==> src/rtl/core/rrs_pkg.sv <==
`timescale 1ns / 1ps

package rrs_pkg;

  // Field widths fixed by the stream format.
  localparam int ID_W      = 4;
  localparam int BURST_W   = 16;
  localparam int QUANTUM_W = 16;
  localparam int TOTAL_W   = 5;
  localparam int TIME_W    = 17;
  localparam int ARRIVED_W = 5;
  localparam int IN_DATA_W  = 24;
  localparam int OUT_DATA_W = 16;

  // Register map, decoded on paddr[2].
  localparam int  ADDR_W          = 3;
  localparam int  APB_DATA_W      = 32;
  localparam logic REG_QUANTUM    = 1'b0;
  localparam logic REG_TOTAL_JOBS = 1'b1;

  // Reset values of the registers.
  localparam logic [QUANTUM_W-1:0] QUANTUM_RESET    = 16'd500;
  localparam logic [TOTAL_W-1:0]   TOTAL_JOBS_RESET = 5'd16;

  // Saturation limit of the arrival counter.
  localparam logic [ARRIVED_W-1:0] ARRIVED_MAX = 5'd31;

  // Operation codes carried on s_tuser.
  localparam logic OP_ARRIVE = 1'b0;
  localparam logic OP_TICK   = 1'b1;

  typedef enum logic [2:0] {
    ST_IDLE,
    ST_ARRIVE,
    ST_TICK_READ,
    ST_TICK_UPDATE,
    ST_PICK_READ,
    ST_PICK_SET,
    ST_FINISH
  } state_t;

  // Commands from the controller to the datapath.
  typedef struct packed {
    logic accept;
    logic arrive;
    logic tick_read;
    logic tick_update;
    logic pick_read;
    logic pick_set;
    logic emit;
  } cmd_t;

  // Status from the datapath to the controller.
  typedef struct packed {
    logic need_pick;
    logic out_free;
  } status_t;

endpackage

==> src/rtl/core/rrs_regs.sv <==
`timescale 1ns / 1ps

module rrs_regs (
  input  logic                            clk,
  input  logic                            rst,
  input  logic                            psel,
  input  logic                            penable,
  input  logic                            pwrite,
  input  logic [rrs_pkg::ADDR_W-1:0]      paddr,
  input  logic [rrs_pkg::APB_DATA_W-1:0]  pwdata,
  output logic [rrs_pkg::APB_DATA_W-1:0]  prdata,
  output logic                            pready,
  output logic [rrs_pkg::QUANTUM_W-1:0]   quantum,
  output logic [rrs_pkg::TOTAL_W-1:0]     total_jobs
);
  import rrs_pkg::*;

  logic wr_en;

  assign pready = 1'b1;
  assign wr_en  = psel & penable & pwrite & pready;

  // Register writes complete in the access cycle.
  always_ff @(posedge clk) begin
    if (rst) begin
      quantum    <= QUANTUM_RESET;
      total_jobs <= TOTAL_JOBS_RESET;
    end else if (wr_en) begin
      case (paddr[2])
        REG_QUANTUM:    quantum    <= pwdata[QUANTUM_W-1:0];
        REG_TOTAL_JOBS: total_jobs <= pwdata[TOTAL_W-1:0];
        default: ;
      endcase
    end
  end

  // Read data mux.
  always_comb begin
    case (paddr[2])
      REG_QUANTUM:    prdata = APB_DATA_W'(quantum);
      REG_TOTAL_JOBS: prdata = APB_DATA_W'(total_jobs);
      default:        prdata = '0;
    endcase
  end

endmodule

==> src/rtl/core/rrs_ctrl.sv <==
`timescale 1ns / 1ps

module rrs_ctrl (
  input  logic              clk,
  input  logic              rst,
  input  logic              s_tvalid,
  input  logic              in_op,
  output logic              s_tready,
  input  rrs_pkg::status_t  status,
  output rrs_pkg::cmd_t     cmd
);
  import rrs_pkg::*;

  state_t state;
  state_t state_next;

  always_ff @(posedge clk) begin
    if (rst) begin
      state <= ST_IDLE;
    end else begin
      state <= state_next;
    end
  end

  // Next state.
  always_comb begin
    state_next = state;
    case (state)
      ST_IDLE: begin
        if (s_tvalid) begin
          state_next = (in_op == OP_TICK) ? ST_TICK_READ : ST_ARRIVE;
        end
      end
      ST_ARRIVE:      state_next = ST_FINISH;
      ST_TICK_READ:   state_next = ST_TICK_UPDATE;
      ST_TICK_UPDATE: state_next = ST_PICK_READ;
      ST_PICK_READ:   state_next = status.need_pick ? ST_PICK_SET : ST_FINISH;
      ST_PICK_SET:    state_next = ST_FINISH;
      ST_FINISH: begin
        if (status.out_free) begin
          state_next = ST_IDLE;
        end
      end
      default:        state_next = ST_IDLE;
    endcase
  end

  // Outputs.
  always_comb begin
    cmd      = '0;
    s_tready = 1'b0;
    case (state)
      ST_IDLE: begin
        s_tready   = 1'b1;
        cmd.accept = s_tvalid;
      end
      ST_ARRIVE:      cmd.arrive      = 1'b1;
      ST_TICK_READ:   cmd.tick_read   = 1'b1;
      ST_TICK_UPDATE: cmd.tick_update = 1'b1;
      ST_PICK_READ:   cmd.pick_read   = 1'b1;
      ST_PICK_SET:    cmd.pick_set    = 1'b1;
      ST_FINISH:      cmd.emit        = status.out_free;
      default: ;
    endcase
  end

endmodule

==> src/rtl/core/rrs_datapath.sv <==
`timescale 1ns / 1ps

module rrs_datapath #(
  parameter int MAX_JOBS = 16
) (
  input  logic                             clk,
  input  logic                             rst,
  input  rrs_pkg::cmd_t                    cmd,
  output rrs_pkg::status_t                 status,
  input  logic [rrs_pkg::ID_W-1:0]         in_id,
  input  logic [rrs_pkg::BURST_W-1:0]      in_burst,
  input  logic [rrs_pkg::QUANTUM_W-1:0]    quantum,
  input  logic [rrs_pkg::TOTAL_W-1:0]      total_jobs,
  input  logic                             m_tready,
  output logic                             m_tvalid,
  output logic [rrs_pkg::OUT_DATA_W-1:0]   m_tdata
);
  import rrs_pkg::*;

  localparam int SLOT_W  = (MAX_JOBS > 1) ? $clog2(MAX_JOBS) : 1;
  localparam int CNT_W   = $clog2(MAX_JOBS + 1);
  localparam int ID_SPAN = 1 << ID_W;

  // Job number to slot: the job number modulo the table depth.
  logic [SLOT_W-1:0] slot_lut [ID_SPAN];
  for (genvar g = 0; g < ID_SPAN; g++) begin : g_slot
    assign slot_lut[g] = SLOT_W'(g % MAX_JOBS);
  end

  // Ready queue and burst store.
  logic [SLOT_W-1:0]        qmem [MAX_JOBS];
  logic signed [TIME_W-1:0] rmem [MAX_JOBS];

  logic [SLOT_W-1:0]        q_rdata;
  logic signed [TIME_W-1:0] rem;

  // Latched input item.
  logic [SLOT_W-1:0]        arr_slot;
  logic [BURST_W-1:0]       arr_burst;

  // Scheduler state.
  logic [SLOT_W-1:0]        head;
  logic [SLOT_W-1:0]        tail;
  logic [CNT_W-1:0]         count;
  logic                     cur_valid;
  logic [SLOT_W-1:0]        cur_job;
  logic                     cur_active;
  logic signed [TIME_W-1:0] slice_left;
  logic [ARRIVED_W-1:0]     arrived;

  // Per-item result flags.
  logic                     retired;
  logic [SLOT_W-1:0]        retired_id;
  logic                     rejected;

  logic                     full;
  logic                     do_retire;
  logic                     do_requeue;
  logic                     do_run;
  logic [SLOT_W-1:0]        head_inc;
  logic [SLOT_W-1:0]        tail_inc;
  logic                     q_we;
  logic [SLOT_W-1:0]        q_wdata;
  logic                     r_we;
  logic [SLOT_W-1:0]        r_waddr;
  logic signed [TIME_W-1:0] r_wdata;
  logic                     all_done;

  assign full     = (count == CNT_W'(MAX_JOBS));
  assign head_inc = (head == SLOT_W'(MAX_JOBS - 1)) ? '0 : head + 1'b1;
  assign tail_inc = (tail == SLOT_W'(MAX_JOBS - 1)) ? '0 : tail + 1'b1;

  // Decisions of one tick, taken from the burst read in the previous cycle.
  assign do_retire  = cur_valid & cur_active & (rem <= $signed(TIME_W'(0)));
  assign do_requeue = ~do_retire & cur_valid & cur_active
                      & (slice_left <= $signed(TIME_W'(0)));
  assign do_run     = cur_valid & ~do_retire & ~do_requeue;

  // Memory write ports.
  always_comb begin
    q_we    = 1'b0;
    q_wdata = arr_slot;
    r_we    = 1'b0;
    r_waddr = arr_slot;
    r_wdata = $signed({1'b0, arr_burst});
    if (cmd.arrive && !full) begin
      q_we = 1'b1;
      r_we = 1'b1;
    end else if (cmd.tick_update) begin
      q_we    = do_requeue;
      q_wdata = cur_job;
      r_we    = do_run;
      r_waddr = cur_job;
      r_wdata = rem - $signed(TIME_W'(1));
    end
  end

  always_ff @(posedge clk) begin
    if (q_we) begin
      qmem[tail] <= q_wdata;
    end
    if (r_we) begin
      rmem[r_waddr] <= r_wdata;
    end
  end

  // Registered memory reads.
  always_ff @(posedge clk) begin
    if (cmd.tick_read) begin
      rem <= rmem[cur_job];
    end
    if (cmd.pick_read) begin
      q_rdata <= qmem[head];
    end
  end

  // Input capture.
  always_ff @(posedge clk) begin
    if (cmd.accept) begin
      arr_slot  <= slot_lut[in_id];
      arr_burst <= in_burst;
    end
  end

  // Queue pointers, running job and result flags.
  always_ff @(posedge clk) begin
    if (rst) begin
      head       <= '0;
      tail       <= '0;
      count      <= '0;
      cur_valid  <= 1'b0;
      cur_job    <= '0;
      cur_active <= 1'b0;
      slice_left <= '0;
      arrived    <= '0;
      retired    <= 1'b0;
      retired_id <= '0;
      rejected   <= 1'b0;
    end else begin
      if (cmd.accept) begin
        retired    <= 1'b0;
        retired_id <= '0;
        rejected   <= 1'b0;
      end
      if (cmd.arrive) begin
        if (full) begin
          rejected <= 1'b1;
        end else begin
          tail  <= tail_inc;
          count <= count + 1'b1;
          if (arrived != ARRIVED_MAX) begin
            arrived <= arrived + 1'b1;
          end
        end
      end
      if (cmd.tick_update) begin
        if (do_retire) begin
          head       <= head_inc;
          count      <= count - 1'b1;
          retired    <= 1'b1;
          retired_id <= cur_job;
        end
        if (do_requeue) begin
          head       <= head_inc;
          tail       <= tail_inc;
          slice_left <= $signed({1'b0, quantum});
        end
        if (do_run) begin
          slice_left <= slice_left - $signed(TIME_W'(1));
        end
        cur_valid  <= do_run;
        cur_active <= do_run;
      end
      if (cmd.pick_set) begin
        cur_job    <= q_rdata;
        cur_valid  <= 1'b1;
        cur_active <= 1'b0;
        slice_left <= $signed({1'b0, quantum});
      end
    end
  end

  assign all_done = (arrived >= total_jobs) && (count == '0);

  // Output register; a new result loads once the previous one is taken.
  always_ff @(posedge clk) begin
    if (rst) begin
      m_tvalid <= 1'b0;
    end else if (cmd.emit) begin
      m_tvalid <= 1'b1;
    end else if (m_tready) begin
      m_tvalid <= 1'b0;
    end
  end

  always_ff @(posedge clk) begin
    if (cmd.emit) begin
      m_tdata <= {4'b0000, rejected, all_done, ID_W'(retired_id), retired,
                  cur_valid ? ID_W'(cur_job) : ID_W'(0), cur_valid};
    end
  end

  assign status.need_pick = ~cur_valid & (count != '0);
  assign status.out_free  = ~m_tvalid | m_tready;

endmodule

==> src/rtl/core/round_robin_scheduler_core.sv <==
// Round-robin time-slice scheduler with a FIFO ready queue.
// An arrival writes the queue and burst memories unless the queue is full; a tick reads the
// running job's burst, updates it, then reads the queue head and, when no job runs and the
// queue is not empty, makes it the running job. Items go through one at a time: a new item
// is taken only once the previous result has loaded into the output register, which waits until its result is taken.
// Reset (rst, synchronous) empties the queue, idles the scheduler and loads default registers.
`timescale 1ns / 1ps

module round_robin_scheduler_core #(
  parameter int MAX_JOBS = 16
) (
  input  logic                            clk,
  input  logic                            rst,
  // Item stream in.
  input  logic                            s_tvalid,
  output logic                            s_tready,
  // [3:0] arrive_id, [19:4] arrive_burst, [23:20] zero
  input  logic [rrs_pkg::IN_DATA_W-1:0]   s_tdata,
  // [0] operation
  input  logic                            s_tuser,
  // Result stream out.
  output logic                            m_tvalid,
  input  logic                            m_tready,
  // [0] run_valid, [4:1] run_id, [5] retired_valid, [9:6] retired_id,
  // [10] all_done, [11] arrive_rejected, [15:12] zero
  output logic [rrs_pkg::OUT_DATA_W-1:0]  m_tdata,
  // Configuration port.
  input  logic                            psel,
  input  logic                            penable,
  input  logic                            pwrite,
  input  logic [rrs_pkg::ADDR_W-1:0]      paddr,
  input  logic [rrs_pkg::APB_DATA_W-1:0]  pwdata,
  output logic [rrs_pkg::APB_DATA_W-1:0]  prdata,
  output logic                            pready
);
  import rrs_pkg::*;

  cmd_t                   cmd;
  status_t                status;
  logic [QUANTUM_W-1:0]   quantum;
  logic [TOTAL_W-1:0]     total_jobs;

  rrs_regs u_regs (
    .clk        (clk),
    .rst        (rst),
    .psel       (psel),
    .penable    (penable),
    .pwrite     (pwrite),
    .paddr      (paddr),
    .pwdata     (pwdata),
    .prdata     (prdata),
    .pready     (pready),
    .quantum    (quantum),
    .total_jobs (total_jobs)
  );

  rrs_ctrl u_ctrl (
    .clk      (clk),
    .rst      (rst),
    .s_tvalid (s_tvalid),
    .in_op    (s_tuser),
    .s_tready (s_tready),
    .status   (status),
    .cmd      (cmd)
  );

  rrs_datapath #(
    .MAX_JOBS (MAX_JOBS)
  ) u_datapath (
    .clk        (clk),
    .rst        (rst),
    .cmd        (cmd),
    .status     (status),
    .in_id      (s_tdata[ID_W-1:0]),
    .in_burst   (s_tdata[ID_W+BURST_W-1:ID_W]),
    .quantum    (quantum),
    .total_jobs (total_jobs),
    .m_tready   (m_tready),
    .m_tvalid   (m_tvalid),
    .m_tdata    (m_tdata)
  );

endmodule

==> config.mk <==
export PLATFORM = sky130hd
export DESIGN_NAME = round_robin_scheduler_core
export DESIGN_NICKNAME = d
export VERILOG_FILES = /design/src/rtl/core/rrs_pkg.sv /design/src/rtl/core/rrs_regs.sv /design/src/rtl/core/rrs_ctrl.sv /design/src/rtl/core/rrs_datapath.sv /design/src/rtl/core/round_robin_scheduler_core.sv
export SDC_FILE = /design/constraint.sdc
export NUM_CORES = 1
export LEC_CHECK = 0
export BUFFER_PORTS_ARGS = -buffer_cell sky130_fd_sc_hd__buf_2
export CAP_MARGIN = 30
export CORE_MARGIN = 1
export CORE_UTILIZATION = 45
export DETAILED_ROUTE_END_ITERATION = 7
export GPL_ROUTABILITY_DRIVEN = 0
export PLACE_DENSITY = 0.59
export SYNTH_ARGS = -nofsm -noshare
export SYNTH_HDL_FRONTEND = slang
export SYNTH_SLANG_ARGS = --single-unit
==> constraint.sdc <==
create_clock -name clk -period 3.15 [get_ports clk]
set_input_delay 0.1575 -clock clk [delete_from_list [all_inputs] [get_ports clk]]
set_output_delay 0.1575 -clock clk [all_outputs]
set_load 0.01 [all_outputs]
==> summary.md <==
| Metric | Value |
|---|---|
| Initial drt markers | `941` |
| Seq/Total Area, Yosys | `68.8%` |
| Overall routing resource usage | `19.3%` |
| DRC viols | `0` |
| Status | `finished, final reports clean` |
| Data required, critical path | `3.34 ns` |
| Worst Path Max Fanout | `17` |
| Minimum clock period | `3.03 ns` |
| Area added between synthesis and finish | `17.2%` |
| Static Leak | `7.48 nW` |
| Synth top area share | `61.2%` |
| CTS tree | `built` |
| Placed Cells | `1818` |
| Ranking of synthesized cells by area | `edfxtp_1 61%, mux4_2 12%, dfxtp_1 7.6%, nand2_1 2.1%, nor2_1 1.4%` |
| Vias per std cell | `5.49` |
| Layout cells sized above 1 | `26.4%` |
| Ys async rst share | `0%` |
| Detailed Route WL | `40.8 mm` |
| Seq cells post-synth | `461` |
| Most frequent cells in the layout | `389 x edfxtp_1, 108 x nand2_1, 105 x mux4_2, 74 x buf_2, 72 x buf_4` |
| Max Buffers Root-to-Sink | `3` |
| Hold slack final | `0.0638 ns` |
| Pin count of the biggest net entering global routing | `76` |
| FILL cells | `3372` |
| Synth Cell Area | `0.0191 mm^2` |
| Post-synth EDFFs | `389` |
| H-tree levels | `2` |
| Worst IR Drop VDD | `485 uV` |
| Mapped Cells | `1195` |
| Crit path launch type | `flop` |
| PwrDens | `622 mW/mm^2` |
| Post-layout util | `53.4%` |
| NumNets Final | `1451` |
| WS Path Type | `flop to flop` |
| Final setup fails | `0` |
| Final hold viol count | `0` |
| Number of synthesis warnings | `0` |
| Most used DFF post-synth | `edfxtp_1` |
| Initial antenna violation count | `1` |
| Post-route cell area | `0.0224 mm^2` |
| Fin cells | `1942` |
| Distinct cells, synth | `67` |
| Most common cell after layout, fill and taps aside | `edfxtp_1` |
| Root Driver | `clkbuf_16` |
| Least-Margin Pin Slew | `0.998 ns` |
| Core Rows | `75` |
| First-pass GRT wire length | `63.2 mm` |
| Die area | `0.0432 mm^2` |
| Port bufs | `74` |
| Dpl hpwl | `27.4 mm` |
| HP Class | `input pin to flop` |
| Grt total ovfl | `0` |
| Reg2reg setup slack | `0.12 ns` |
| Clock Latency Late Sink | `0.59 ns` |
| Vias in the first global route | `10621` |
| Reg clk slew, reported paths | `0.06 ns` |
| Max Freq | `330 MHz` |
| Number of buffers created by CTS | `48` |
| Setup tns final | `0 ns` |
| Clk_skew | `0.0265 ns` |
| Initial Util | `45.6%` |
| Relative slew slack | `33.2%` |
| RSZ-0062 raised after global routing | `true` |
| Final Slew Violations | `0` |
| Crit share post-route | `96.1%` |
| Drt first pass iters | `5` |
| Ports | `118` |
| DR WL/cell | `21.0 um` |
| Core area | `0.0419 mm^2` |
| Routed Antenna Nets | `0` |
| Clk sinks | `461` |
| Largest area contributor in the netlist | `edfxtp_1` |
| Die width | `208 um` |
| Placed cell areas | `0.0204 mm^2` |
| Max_cap viols | `0` |
| Via count | `10656` |
| Crit. End Element | `flop` |
| Die H | `208 um` |
| CP Data Arrival Time | `3.22 ns` |
| N_diodes | `0` |
| Synth Area per Inst | `16.0 um^2` |
[routing by layer]
| metal | global-route usage, % | vias to the layer above | part of all wire, % |
|---|---|---|---|
| li1 | - | 4957 | - |
| met1 | 27.9 | 5359 | 46 |
| met2 | 29.9 | 283 | 46 |
| met3 | 3.65 | 57 | 5.4 |
| met4 | 6.03 | 0 | 2.2 |
| met5 | 0 | - | 0 |
[cell usage after synthesis (7+ instances only)]
cell        n
nand3_1    30
nor2b_1    19
nand4_1     7
mux2i_1    12
nor3_1     25
buf_2      10
and2_1      7
clkbuf_1   45
xor2_1     11
nor2_1     72
xnor2_1     9
nor4_1      7
o211ai_1    7
o21ai_0    27
mux4_2    105
edfxtp_1  389
nand2_1   109
and3_1      7
inv_1      25
a31oi_1    16
a21oi_1    47
dfxtp_1    72
buf_4      22
ha_1       18
nor3b_1     8
[logic make-up (layout without fill, tap and decap cells)]
group | count (synthesis) | after routing | share of synthesized area (%)
fa+ha+maj | 18 | 18 | 1.18
other cells | 2 | 21 | 0.0394
compound gates | 142 | 142 | 4.79
mux | 123 | 123 | 13.4
flops | 461 | 461 | 68.8
simple gates | 320 | 320 | 8.26
xor+xnor | 20 | 20 | 0.918
buf+inv | 109 | 298 | 2.68
[metrics by stage]
stage	setup slack, ns	total power [mW]
after floorplan	0.450	7.90
after global placement	0.170	8.38
after detailed placement	0.0867	8.42
after CTS	0.0696	14.1
after global routing	-0.0979	14.4
final	0.123	13.9
[registers in the layout, summed over array words and instances, names as in the netlist, 3 cells and up]
name / count
u_datapath.arr_slot: 4
u_datapath.q_rdata: 4
u_ctrl.state: 3
u_datapath.slice_left: 17
u_regs.quantum: 16
u_datapath.cur_job: 4
u_datapath.retired_id: 4
u_regs.total_jobs: 5
u_datapath.m_tdata: 12
u_datapath.count: 5
u_datapath.arr_burst: 16
u_datapath.rmem: 272
u_datapath.rem: 17
u_datapath.arrived: 5
u_datapath.qmem: 64
u_datapath.tail: 4
u_datapath.head: 4
[worst paths after layout]
check / from / end / cells past startpoint
worst min-delay path: rst / u_regs.total_jobs[2] / 2
worst max-delay path: u_datapath.slice_left[0] / u_datapath.rmem[3][9] / 8
worst max register to register: u_datapath.slice_left[0] / u_datapath.rmem[3][9] / 8
worst min register to register: u_datapath.retired / u_datapath.m_tdata[5] / 0
[critical path, stage by stage, from the launching register on]
cell      delay, ns
dfxtp_1        0.37
inv_1          0.10
ha_1           0.21
nor4b_1        0.15
nand4_1        0.18
nand2b_1       0.10
o211ai_1       0.38
nand2_1        0.33
nor2_2         0.83
[layout make-up]
type	instances	area [um^2]	share of cell area, %
multi-input cells	644	5590	25.0
flip-flops and latches	461	13100	58.7
inverters	25	93.8	0.420
clock inverters	26	295	1.32
repair buffers	186	1330	5.96
clock buffers	61	1250	5.59
well taps	539	674	3.02
[what timing repair did]
| item | CTS | global route |
|---|---|---|
| setup endpoints to repair | 0 | 66 |
| hold endpoints to repair | 42 | 0 |
| gates resized for setup | 0 | 4 |
| setup buffers | 0 | 0 |
| hold buffers | 37 | 0 |
[power by group]
part           internal [mW]  switching, mW
sequential              6.99          0.109
clock                   3.30           2.28
combinational          0.427          0.794
total                   10.7           3.18
(Power assumes the default switching activity.)
